`src/hw/rtl/lr4_pkg.sv`:
```
// shared types and constants for the lr4 svf crossover
// no dependencies; used by lr4_ctrl, lr4_dp and lr4_svf_crossover_top
package lr4_pkg;

  localparam int SAMPLE_BITS    = 24;
  localparam int COEF_FRAC_BITS = 24;
  localparam int COEF_W         = COEF_FRAC_BITS + 1;
  localparam int STATE_W        = 32;
  localparam int OPB_W          = STATE_W + 1;
  localparam int PROD_W         = COEF_W + 1 + OPB_W;
  localparam int ACC_W          = PROD_W + 1;
  localparam int RND_W          = ACC_W - COEF_FRAC_BITS;

  localparam int NUM_SEC   = 4;
  localparam int SEC_W     = 2;
  localparam int STEP_W    = 3;
  localparam int CFG_IDX_W = 2;

  // register indexes
  localparam logic [CFG_IDX_W-1:0] CFG_A1 = 2'd0;
  localparam logic [CFG_IDX_W-1:0] CFG_A2 = 2'd1;
  localparam logic [CFG_IDX_W-1:0] CFG_A3 = 2'd2;

  // section order: low 1, high 1, low 2, high 2 (odd index is high-pass)
  localparam logic [SEC_W-1:0] SEC_LOW1  = 2'd0;
  localparam logic [SEC_W-1:0] SEC_HIGH1 = 2'd1;
  localparam logic [SEC_W-1:0] SEC_LOW2  = 2'd2;
  localparam logic [SEC_W-1:0] SEC_HIGH2 = 2'd3;

  // steps of one section
  localparam logic [STEP_W-1:0] STEP_LOAD   = 3'd0;
  localparam logic [STEP_W-1:0] STEP_M_A1   = 3'd1;
  localparam logic [STEP_W-1:0] STEP_M_A2V  = 3'd2;
  localparam logic [STEP_W-1:0] STEP_M_A2I  = 3'd3;
  localparam logic [STEP_W-1:0] STEP_M_A3   = 3'd4;
  localparam logic [STEP_W-1:0] STEP_M_K    = 3'd5;
  localparam logic [STEP_W-1:0] STEP_V2     = 3'd6;
  localparam logic [STEP_W-1:0] STEP_WB     = 3'd7;

  localparam longint unsigned SQRT2_Q30 = 64'd1518500250;
  localparam logic [COEF_W-1:0] K_SQRT2 =
    COEF_W'((SQRT2_Q30 + (64'd1 << (29 - COEF_FRAC_BITS))) >> (30 - COEF_FRAC_BITS));
  localparam logic [COEF_W-1:0] COEF_ONE = {1'b1, {COEF_FRAC_BITS{1'b0}}};

  localparam logic [COEF_W-1:0] COEF_A1_RESET = COEF_W'(64'd16609120);
  localparam logic [COEF_W-1:0] COEF_A2_RESET = COEF_W'(64'd118330);
  localparam logic [COEF_W-1:0] COEF_A3_RESET = COEF_W'(64'd843);

  typedef enum logic [2:0] {
    MS_A1_IC1,
    MS_A2_V3,
    MS_A2_IC1,
    MS_A3_V3,
    MS_K_V1
  } mul_sel_t;

  typedef enum logic [1:0] {
    ACC_HOLD,
    ACC_LOAD,
    ACC_ADD
  } acc_op_t;

  typedef struct packed {
    logic             take_in;
    logic             load;
    logic [SEC_W-1:0] sec;
    mul_sel_t         mul_sel;
    acc_op_t          acc_op;
    logic             v1_we;
    logic             v2_we;
    logic             wb;
    logic             push;
  } dp_cmd_t;

endpackage

```
`src/hw/rtl/lr4_ctrl.sv`:
```
// sequencer for the lr4 crossover: steps four svf sections through the shared datapath
// depends on lr4_pkg
module lr4_ctrl (
  input  logic             clk,
  input  logic             rst_n,
  input  logic             in_valid,
  output logic             in_ready,
  output logic             out_valid,
  input  logic             out_ready,
  output lr4_pkg::dp_cmd_t cmd
);

  typedef enum logic [1:0] {
    ST_IDLE,
    ST_RUN,
    ST_DONE
  } state_t;

  state_t                           state_r, state_nxt;
  logic [lr4_pkg::SEC_W-1:0]        sec_r, sec_nxt;
  logic [lr4_pkg::STEP_W-1:0]       step_r, step_nxt;
  logic                             out_valid_r, out_valid_nxt;
  logic                             push;
  logic                             is_high;

  assign in_ready  = (state_r == ST_IDLE);
  assign out_valid = out_valid_r;
  assign push      = (state_r == ST_DONE) && (!out_valid_r || out_ready);
  assign is_high   = sec_r[0];

  always_comb begin
    state_nxt = state_r;
    sec_nxt   = sec_r;
    step_nxt  = step_r;
    unique case (state_r)
      ST_IDLE: begin
        if (in_valid) begin
          state_nxt = ST_RUN;
          sec_nxt   = lr4_pkg::SEC_LOW1;
          step_nxt  = lr4_pkg::STEP_LOAD;
        end
      end
      ST_RUN: begin
        step_nxt = step_r + 3'd1;
        if (step_r == lr4_pkg::STEP_WB) begin
          sec_nxt = sec_r + 2'd1;
          if (sec_r == lr4_pkg::SEC_HIGH2) begin
            state_nxt = ST_DONE;
          end
        end
      end
      ST_DONE: begin
        if (push) begin
          state_nxt = ST_IDLE;
        end
      end
      default: state_nxt = ST_IDLE;
    endcase
  end

  always_comb begin
    if (push) begin
      out_valid_nxt = 1'b1;
    end else if (out_ready) begin
      out_valid_nxt = 1'b0;
    end else begin
      out_valid_nxt = out_valid_r;
    end
  end

  // command decode for the current step
  always_comb begin
    cmd         = '0;
    cmd.mul_sel = lr4_pkg::MS_A1_IC1;
    cmd.acc_op  = lr4_pkg::ACC_HOLD;
    cmd.take_in = in_valid && in_ready;
    cmd.push    = push;
    cmd.sec     = sec_r;
    if (state_r == ST_RUN) begin
      unique case (step_r)
        lr4_pkg::STEP_LOAD: cmd.load = 1'b1;
        lr4_pkg::STEP_M_A1: cmd.mul_sel = lr4_pkg::MS_A1_IC1;
        lr4_pkg::STEP_M_A2V: begin
          cmd.mul_sel = lr4_pkg::MS_A2_V3;
          cmd.acc_op  = lr4_pkg::ACC_LOAD;
        end
        lr4_pkg::STEP_M_A2I: begin
          cmd.mul_sel = lr4_pkg::MS_A2_IC1;
          cmd.acc_op  = lr4_pkg::ACC_ADD;
        end
        lr4_pkg::STEP_M_A3: begin
          cmd.mul_sel = lr4_pkg::MS_A3_V3;
          cmd.acc_op  = lr4_pkg::ACC_LOAD;
          cmd.v1_we   = 1'b1;
        end
        lr4_pkg::STEP_M_K: begin
          cmd.mul_sel = lr4_pkg::MS_K_V1;
          cmd.acc_op  = lr4_pkg::ACC_ADD;
        end
        lr4_pkg::STEP_V2: begin
          cmd.acc_op = is_high ? lr4_pkg::ACC_LOAD : lr4_pkg::ACC_HOLD;
          cmd.v2_we  = 1'b1;
        end
        lr4_pkg::STEP_WB: cmd.wb = 1'b1;
        default: cmd.load = 1'b0;
      endcase
    end
  end

  always_ff @(posedge clk) begin
    if (!rst_n) begin
      state_r     <= ST_IDLE;
      sec_r       <= '0;
      step_r      <= '0;
      out_valid_r <= 1'b0;
    end else begin
      state_r     <= state_nxt;
      sec_r       <= sec_nxt;
      step_r      <= step_nxt;
      out_valid_r <= out_valid_nxt;
    end
  end

`ifndef SYNTHESIS
  a_start: assert property (@(posedge clk) disable iff (!rst_n)
    (in_valid && in_ready) |=>
      (state_r == ST_RUN && sec_r == lr4_pkg::SEC_LOW1 && step_r == lr4_pkg::STEP_LOAD))
    else $error("item accepted but sequence did not start at the first section");

  a_last_wb: assert property (@(posedge clk) disable iff (!rst_n)
    (state_r == ST_RUN && sec_r == lr4_pkg::SEC_HIGH2 && step_r == lr4_pkg::STEP_WB) |=>
      (state_r == ST_DONE))
    else $error("last section finished without moving to result hand-off");

  a_result_once: assert property (@(posedge clk) disable iff (!rst_n)
    (state_r == ST_DONE && !out_valid_r) |=> (out_valid_r && state_r == ST_IDLE))
    else $error("finished result not presented on a free output register");

  a_wb_after_v2: assert property (@(posedge clk) disable iff (!rst_n)
    cmd.wb |-> $past(cmd.v2_we))
    else $error("state write-back without v2 update in the previous cycle");
`endif

endmodule

```
`config.mk`:
```
export PLATFORM = sky130hd
export DESIGN_NAME = lr4_ctrl
export DESIGN_NICKNAME = d
export VERILOG_FILES = /design/src/hw/rtl/lr4_pkg.sv /design/src/hw/rtl/lr4_ctrl.sv
export SDC_FILE = /design/constraint.sdc
export NUM_CORES = 1
export LEC_CHECK = 0
export ABC_AREA = 1
export ABC_CLOCK_PERIOD_IN_PS = 1500
export BUFFER_PORTS_ARGS = -buffer_cell sky130_fd_sc_hd__buf_4
export CAP_MARGIN = 20
export CELL_PAD_IN_SITES_DETAIL_PLACEMENT = 0
export CELL_PAD_IN_SITES_GLOBAL_PLACEMENT = 1
export CORE_AREA = 2 2 44 46
export DETAILED_ROUTE_END_ITERATION = 8
export DIE_AREA = 0 0 46 48
export MAX_ROUTING_LAYER = met4
export PLACE_DENSITY = 0.77
export REMOVE_ABC_BUFFERS = 1
export SLEW_MARGIN = 0
export SYNTH_ARGS = -nofsm -noshare
export SYNTH_HDL_FRONTEND = slang
export SYNTH_SLANG_ARGS = --single-unit
```
`constraint.sdc`:
```
create_clock -name clk -period 1.5 [get_ports clk]
set_clock_uncertainty 0.2 [all_clocks]
set_input_delay 0.15 -clock clk [delete_from_list [all_inputs] [get_ports clk]]
set_output_delay 0.15 -clock clk [all_outputs]
set_load 0.03 [all_outputs]
```
==> results of run 1 <==
## layer usage
layer,routed length [µm],vias to the layer above,global-route usage [%]
li1,-,304,-
met1,587,259,15.92
met2,700,13,21.39
met3,42,5,2.264
met4,43,0,10.29
met5,0,-,-
## metrics by stage
| step | area [µm²] | hold WS [ns] | setup WS (ns) | util (%) |
|---|---|---|---|---|
| 2_1_floorplan | 498.0 | 0.06779 | -0.3446 | - |
| 3_3_place_gp | 684.4 | 0.2041 | 0.02367 | 40.52 |
| 3_5_place_dp | 684.4 | 0.2056 | 0.01397 | 40.52 |
| 4_1_cts | 823.3 | -0.01451 | -0.1455 | 48.74 |
| 5_1_grt | 904.6 | -0.002967 | -0.2025 | 53.56 |
| 6_report | 904.6 | -0.01511 | -0.1479 | 53.56 |
## flip-flops by register name, summed over array words and instances, names as in the netlist
signal / flops
out_valid: 1
step_r: 3
sec_r: 2
state_r: 2
## synth_stat cells
cell type | number | area share, %
o21ai_0 | 4 | 3.9
nand2_1 | 15 | 11
nor3_1 | 3 | 2.9
nand4_1 | 1 | 1.2
ha_1 | 6 | 15
dfxtp_1 | 8 | 31
inv_1 | 13 | 9.6
buf_4 | 1 | 1.5
nand2_2 | 1 | 1.2
nand3_1 | 4 | 3.9
nor2_1 | 13 | 9.6
clkbuf_2 | 1 | 0.98
o21a_1 | 1 | 1.5
inv_2 | 1 | 0.73
a21oi_1 | 6 | 5.9
## worst paths after layout
path             start    endpoint  slack (ns)  depth (start not counted)
max          step_r[1]     cmd[11]       -0.15                          6
min          out_ready  state_r[1]       -0.02                          4
max reg2reg  step_r[1]    sec_r[0]        0.17                          5
min reg2reg  step_r[2]   step_r[2]        0.33                          2
## repair_timing
| action | CTS | global route |
|---|---|---|
| hold endpoints to repair | 4 | 1 |
| pin swaps | 5 | 2 |
| cloned | 0 | 0 |
| resized for setup | 31 | 17 |
| setup buffers | 1 | 3 |
| endpoints found under the setup margin | 10 | 10 |
## area by class of cell
class | instances | area (µm²)
Inverter | 14 | 60.06
Fill cell | 166 | 784.5
Clock buffer | 3 | 22.52
Sequential cell | 8 | 175.2
Timing Repair Buffer | 27 | 220.2
Multi-Input combinational cell | 54 | 405.4
Tap cell | 17 | 21.27
## placed cells by master, fill, tap and decap left out, types with 2 or more instances in the layout
cell type  Yosys  final
inv_4          0      3
clkbuf_4       0      3
nand2_2        1      3
nand2_4        0      2
o21ai_0        4      2
ha_4           0      4
inv_1         13      7
nand3_1        4      3
nand2_1       15     11
dfxtp_4        0      4
a21oi_1        6      6
nor2_1        13     11
buf_4          1     22
buf_6          0      4
dfxtp_1        8      4
nor3_2         0      2
inv_2          1      4
## cells by family after synthesis
kind of cell,after synthesis,share of synthesized area (%)
AO/OA/AOI/OAI,11,11.28
adder cells (fa/ha/maj),6,14.71
flip-flops,8,31.37
AND/OR/NAND/NOR,37,29.90
buffers and inverters,16,12.74
## worst max-delay path: stages, from the launching register on
cell	delay, ns
dfxtp_4	0.38
inv_4	0.07
ha_4	0.12
inv_2	0.04
buf_6	0.11
nor3_2	0.13
buf_4	0.17
## power by group through the flow
stage	Clock (µW)	Sequential [µW]	Combinational, µW
2_1_floorplan	0	236	58.4
3_3_place_gp	0	233	100
3_5_place_dp	0	234	99.1
4_1_cts	180	233	120
5_1_grt	190	235	153
6_report	172	234	138
==> results.toml, run 1 <==
[synth]
ys_ff_latch = 8
ys_types = 15
syn-cell-area_um2 = 510.5
ys_warn_count = 0
synth.avg_cell_area_um2 = 6.545
ys_seq_area_share_pct = 31.37
synth_cells = 78

[route]
drt-pass1-iter-count = 4
wire_per_inst_um = 11.17
routed_via_density = 4.724
drc = 0
finalWirelength_um = 1374
drt_iter0_drc = 5
vias = 581
postRouteAntennaNets = 0

[global_route]
grt_pass1_vias = 466
grt_pass1_wl_um = 1980
grt_overflow = 0
grt_use_total_pct = 13.80
grt_max_degree = 10
antenna_found_initial = 0

[die]
initial_utilization_pct = 30.22
dieArea_um2 = 2208
die_y_um = 48
core_area_um2 = 1689
ioPinCount = 19
fp.dieW_um = 46
rows = 15

[run_status]
outcome = "finished with violations"
violations = "negative hold slack, negative setup slack"

[placed_design]
port_buffers = 18
place_congestion = 0.8178
hpwl_um = 912.5
dp_cells = 115

[timing]
fin_crit_ns = 1.648
fmax_mhz = 606.8
max_slew.worst_pin.slew_ns = 0.3302
holdWs_ns = -0.01511
setup_viol = 8
setup_tns_ns = -0.8589
slew_violations = 0
hold_violations = 1
rsz0062_at_grt = "yes"
relSlewSlack_pct = 77.75
worst_slack_ns = -0.1479
period_share_pct = 109.9

[clocking]
clk_path_buf_depth = 2
cts_made_buffers = 3
cts_num_sinks = 8
clkTransAtPathRegs_ns = 0.06
htreeDepth = 1
insertion_delay_ns = 0.26
cts_tree = "built"
cts_root_buffer = "clkbuf_4"
holdBufCountCts = 1

[flow_run]
maxCapViolCount = 0

[setup_path]
worstSetupPathType = "reg2out"
end_kind = "primary output"
startpoint_type = "flop"
cp.required_ns = 1.15
worst_ep_arrival_time_ns = 1.30
crit_path_max_fanout = 4

[pwr]
p_clk_share_pct = 31.7
p_switching_uw = 174.5
p_seq_share_pct = 43.0
powerDensity_nw_per_um2 = 602.1
p_sw_share_pct = 32.04
power.leakage_uw = 0.0004055
intPower_uw = 370.2
ir_worst_vdd_mv = 0.3890
combPwrFrac_pct = 25.4
total_power_uw = 544.7

[worst_hold_path]
hp-class = "in2reg"

[final_layout]
fin_nets = 118
final_cells = 123
antenna_cells = 0
areaGrowthSynthToFinish_pct = 77.21
drive_above_1_share_pct = 53.77
Note: power is estimated with default switching activity, not from simulation.
==> inputs of run 2 (changes only) <==
--- a/config.mk
+++ b/config.mk
@@ -16,6 +16,7 @@
 export DIE_AREA = 0 0 46 48
 export MAX_ROUTING_LAYER = met4
 export PLACE_DENSITY = 0.77
+export RECOVER_POWER = 25
 export REMOVE_ABC_BUFFERS = 1
 export SLEW_MARGIN = 0
 export SYNTH_ARGS = -nofsm -noshare
==> run 2 against run 1 <==
The flow still finishes with violations (negative hold slack, negative setup slack). Power decreased by 0.31%. Final cell count is the same. First-iteration DRC count did not move.
==> results.toml, run 2 (same netlist as run 1, synthesis figures left out) <==
[run_status]
outcome = "finished with violations"
violations = "negative hold slack, negative setup slack"

[setup_path]
r2r-start = "step_r[1]"
r2r_slack_ns = 0.17
path_buf_inv = 4
startpoint_type = "flop"
worst_r2r_path_depth = 5
crit_family = "buffers and inverters"
worst_ep_arrival_time_ns = 1.30
cp.required_ns = 1.15
reg2reg_to = "sec_r[0]"
crit_path_max_fanout = 4
slowest_delay_ns = 0.38
path_cells = "inv_4 -> ha_4 -> inv_2 -> buf_6 -> nor3_2 -> buf_4"
end_kind = "primary output"
cp_slowest_cell = "dfxtp_4"
worstSetupPathType = "reg2out"

[route]
postRouteAntennaNets = 0
drt_iter0_drc = 5
wire_per_inst_um = 11.20
drc = 0
routed_via_density = 4.724
finalWirelength_um = 1377
vias = 581
drt-pass1-iter-count = 4

[global_route]
grt_overflow = 0
grt_use_total_pct = 13.80
antenna_found_initial = 0
grt_pass1_wl_um = 1980
grt_pass1_vias = 466
grt_max_degree = 10

[timing]
slew_violations = 0
rsz0062_at_grt = "yes"
setup_tns_ns = -0.8589
fin_crit_ns = 1.648
relSlewSlack_pct = 75.73
setup_viol = 8
holdWs_ns = -0.01510
fmax_mhz = 606.8
max_slew.worst_pin.slew_ns = 0.3656
worst_slack_ns = -0.1479
hold_violations = 1
period_share_pct = 109.9

[die]
core_area_um2 = 1689
die_y_um = 48
initial_utilization_pct = 30.22
dieArea_um2 = 2208
fp.dieW_um = 46
ioPinCount = 19
rows = 15

[worst_hold_path]
hp-class = "in2reg"
hold_path_end = "state_r[1]"
hold_depth = 4
min_from = "out_ready"

[final_layout]
final_cells = 123
layout_commonest_cell = "buf_4"
largestRegisters = "step_r x3, sec_r x2, state_r x2"
most-common-layout-cells = "buf_4, nand2_1, nor2_1"
multi_input_area_um2 = 405.4
drive_above_1_share_pct = 51.89
areaGrowthSynthToFinish_pct = 75.74
antenna_cells = 0
postLayoutCoreUtil_pct = 53.11
fin_nets = 118
register_area_um2 = 175.2
largest_register = "step_r"
largest_reg_flops = 3
nFillCells = 166

[placed_design]
place_congestion = 0.8178
dp_cells = 115
port_buffers = 18
dpl_worst_slack_ns = 0.01397
hpwl_um = 912.5

[clocking]
clkTransAtPathRegs_ns = 0.06
insertion_delay_ns = 0.26
cts_tree = "built"
htreeDepth = 1
cts_made_buffers = 3
cts_num_sinks = 8
clk_path_buf_depth = 2
cts_root_buffer = "clkbuf_4"
holdBufCountCts = 1

[pwr]
powerDensity_nw_per_um2 = 605.3
ir_worst_vdd_mv = 0.3887
power.leakage_uw = 0.0003971

[flow_run]
maxCapViolCount = 0
==> run 2: cell types whose count changed in the layout (fill, tap and decap cells not counted), sizes merged <==
cell    change
buf         -2
clkbuf      +2
==> run 2: per-stage QoR <==
| stage | area [µm²] | hold WS [ns] | total power, µW |
|---|---|---|---|
| after floorplan | 498.0 | 0.06779 | 294.7 |
| after global placement | 684.4 | 0.2041 | 333.5 |
| after detailed placement | 684.4 | 0.2056 | 332.9 |
| after CTS | 823.3 | -0.01451 | 533.5 |
| after global routing | 897.1 | -0.002968 | 576.2 |
| final | 897.1 | -0.01510 | 543.0 |
==> run 2: cell type report <==
class	instances	area share, %
multi-input cells	54	45.19
flip-flops and latches	8	19.53
repair buffers	27	23.71
inverters	14	6.695
clock buffers	3	2.510
well taps	17	2.371
==> run 2: worst min-delay path: cells and delay by family <==
family / cells / cell delay, ns
buffers and inverters: 1 / 0.07
AOI/OAI and AO/OA: 1 / 0.06
and+or+nand+nor: 2 / 0.11
==> run 2: where the power goes <==
group | switching (µW) | total, µW | internal (µW)
Clock | 80.4 | 172 | 92.0
Sequential | 16.0 | 234 | 218
Combinational | 78.1 | 137 | 58.5
==> run 2: worst max-delay path by stage <==
stage	from	end	slack [ns]	cells past startpoint
finish	step_r[1]	cmd[11]	-0.15	6
global route	step_r[1]	cmd[11]	-0.20	6
CTS	step_r[1]	cmd[5]	-0.15	4
detailed placement	step_r[0]	cmd[4]	0.01	7
global placement	step_r[0]	cmd[4]	0.02	7
floorplan	step_r[0]	cmd[4]	-0.34	6
==> run 2: what timing repair did <==
action	in CTS	in global routing
resized for setup	31	17
endpoints found under the setup margin	10	10
pin swaps	5	2
hold endpoints to repair	4	1
setup buffers	1	3
==> run 2: metal layers <==
metal,track usage (%),vias to the layer above,wire length (µm)
met3,2.264,5,42
met2,21.39,13,699
met4,10.29,0,43
li1,-,304,-
met5,-,-,0
met1,15.92,259,591
==> inputs of run 3 (changes only) <==
--- a/config.mk
+++ b/config.mk
@@ -9,13 +9,13 @@
 export ABC_CLOCK_PERIOD_IN_PS = 1500
 export BUFFER_PORTS_ARGS = -buffer_cell sky130_fd_sc_hd__buf_4
 export CAP_MARGIN = 20
-export CELL_PAD_IN_SITES_DETAIL_PLACEMENT = 0
-export CELL_PAD_IN_SITES_GLOBAL_PLACEMENT = 1
-export CORE_AREA = 2 2 44 46
+export CELL_PAD_IN_SITES_DETAIL_PLACEMENT = 1
+export CELL_PAD_IN_SITES_GLOBAL_PLACEMENT = 2
+export CORE_AREA = 2 2 51 53
 export DETAILED_ROUTE_END_ITERATION = 8
-export DIE_AREA = 0 0 46 48
+export DIE_AREA = 0 0 53 55
 export MAX_ROUTING_LAYER = met4
-export PLACE_DENSITY = 0.77
+export PLACE_DENSITY = 0.75
 export RECOVER_POWER = 25
 export REMOVE_ABC_BUFFERS = 1
 export SLEW_MARGIN = 0
==> run 3 against run 2 <==
The run ends with negative setup slack left. Sequential power fell by 2%. Fmax is 0.82% lower. Worst hold slack gained 0.022 ns. Cell area decreased by 1.5%. Final cell count is 11% higher. Non-clock buffer count unchanged. Core utilization down 16 points. Via count fell by 1.2%. Clock power about the same. First-iteration DRC count is 100% lower. Wire length increased by 9.3%. Critical endpoint is now cmd[5]. Largest cell class unchanged.
==> results.toml, run 3 (same netlist as run 1, synthesis figures left out) <==
[route]
finalWirelength_um = 1505
drt-pass1-iter-count = 1
routed_via_density = 4.221
vias = 574
drt_iter0_drc = 0
drc = 0
wire_per_inst_um = 11.07
postRouteAntennaNets = 0

[clocking]
cts_tree = "built"
cts_root_buffer = "clkbuf_4"
cts_made_buffers = 3
holdBufCountCts = 1
clkTransAtPathRegs_ns = 0.05
insertion_delay_ns = 0.26
htreeDepth = 1
cts_num_sinks = 8
clk_path_buf_depth = 2

[global_route]
grt_use_total_pct = 11.92
antenna_found_initial = 0
grt_pass1_wl_um = 2373
grt_pass1_vias = 538
grt_max_degree = 10
grt_overflow = 0

[pwr]
p_switching_uw = 168.0
p_clk_share_pct = 32.0
combPwrFrac_pct = 24.9
power.leakage_uw = 0.0003832
powerDensity_nw_per_um2 = 604.2
p_seq_share_pct = 43.1
p_sw_share_pct = 31.47
intPower_uw = 365.7
ir_worst_vdd_mv = 0.3166

[timing]
worst_slack_ns = -0.1615
relSlewSlack_pct = 76.13
fmax_mhz = 601.9
fin_crit_ns = 1.662
setup_viol = 9
rsz0062_at_grt = "yes"
hold_violations = 0
max_slew.worst_pin.slew_ns = 0.3597
slew_violations = 0
period_share_pct = 110.8

[die]
die_y_um = 55
core_area_um2 = 2365
fp.dieW_um = 53
dieArea_um2 = 2915
rows = 18
initial_utilization_pct = 21.59
ioPinCount = 19

[final_layout]
nFillCells = 317
largestRegisters = "step_r x3, sec_r x2, state_r x2"
drive_above_1_share_pct = 53.77
largest_register = "step_r"
antenna_cells = 0
largest_reg_flops = 3
layout_commonest_cell = "buf_4"
areaGrowthSynthToFinish_pct = 73.04
most-common-layout-cells = "buf_4, nand2_1, nor2_1"
postLayoutCoreUtil_pct = 37.35
fin_nets = 118

[placed_design]
dpl_worst_slack_ns = -0.03974
port_buffers = 18
hpwl_um = 1098
place_congestion = 0.7251

[setup_path]
worst_r2r_path_depth = 6
crit_path_max_fanout = 4
worstSetupPathType = "reg2out"
cp.depth = 5
crit_family = "flip-flops"
reg2reg_to = "state_r[1]"
path_cells = "inv_2 -> ha_1 -> nor2_1 -> nor3_1 -> buf_4"
cp.required_ns = 1.15
path_buf_inv = 2
r2r-start = "step_r[1]"
cp_slowest_cell = "dfxtp_4"
slowest_delay_ns = 0.36
worst_ep_arrival_time_ns = 1.31
end_kind = "primary output"
r2r_slack_ns = 0.12
startpoint_type = "flop"

[worst_hold_path]
min_from = "out_ready"
hold_depth = 4
hold_path_end = "state_r[1]"
hp-class = "in2reg"

[flow_run]
maxCapViolCount = 0

[run_status]
violations = "negative setup slack"
outcome = "finished with violations"
[run 3: cell counts in the layout (fill, tap and decap cells not counted)]
Identical to the previous run, type by type.
[run 3: power by group through the flow]
stage               logic [µW]  clock network (µW)  registers (µW)
finish                     133                 171             230
detailed placement         107                   0             232
floorplan                 58.4                   0             236
CTS                        131                 179             230
global route               148                 192             231
global placement           107                   0             231
[run 3: metrics by stage]
step	hold WS, ns	area, µm²	cells	setup TNS, ns	power [µW]
3_3_place_gp	0.2039	715.7	130	0	338.8
2_1_floorplan	0.06779	498.0	76	-0.8405	294.7
3_5_place_dp	0.2035	715.7	130	-0.03974	339.4
5_1_grt	0.007749	883.3	136	-1.814	572.2
6_report	0.007018	883.3	136	-1.056	533.7
4_1_cts	-0.01424	875.8	136	-1.138	540.5
[run 3: worst min-delay path: cells and delay by family]
| kind | cells | cell delay, ns |
|---|---|---|
| buffers and inverters | 1 | 0.08 |
| AO/OA/AOI/OAI | 1 | 0.06 |
| AND/OR/NAND/NOR | 2 | 0.12 |
[run 3: worst max-delay path by stage]
stage / start / endpoint
finish: step_r[1] / cmd[5]
global route: step_r[1] / cmd[4]
CTS: step_r[0] / cmd[4]
detailed placement: step_r[0] / cmd[4]
global placement: step_r[0] / cmd[4]
floorplan: step_r[0] / cmd[4]
[run 3: layout make-up]
| class | count | area [µm²] | share of cell area [%] |
|---|---|---|---|
| tap | 30 | 37.54 | 4.249 |
| timing repair buffer | 27 | 212.7 | 24.08 |
| inverter | 14 | 55.05 | 6.232 |
| multi-input combinational | 54 | 384.1 | 43.48 |
| sequential | 8 | 171.4 | 19.41 |
| clock buffer | 3 | 22.52 | 2.550 |
[run 3: routing by layer]
layer	GRT usage, %	share of wire [%]	vias to the layer above
met4	6.410	0	0
li1	-	-	298
met2	19.38	54	8
met1	13.94	43	268
met3	2.419	2.5	0
met5	-	0	-
[run 3: what timing repair did]
item / CTS / global route
pin swaps: 7 / 1
resized for setup: 38 / 6
setup buffers: 2 / 0
endpoints found under the hold margin: 4 / 1
setup endpoints to repair: 11 / 10
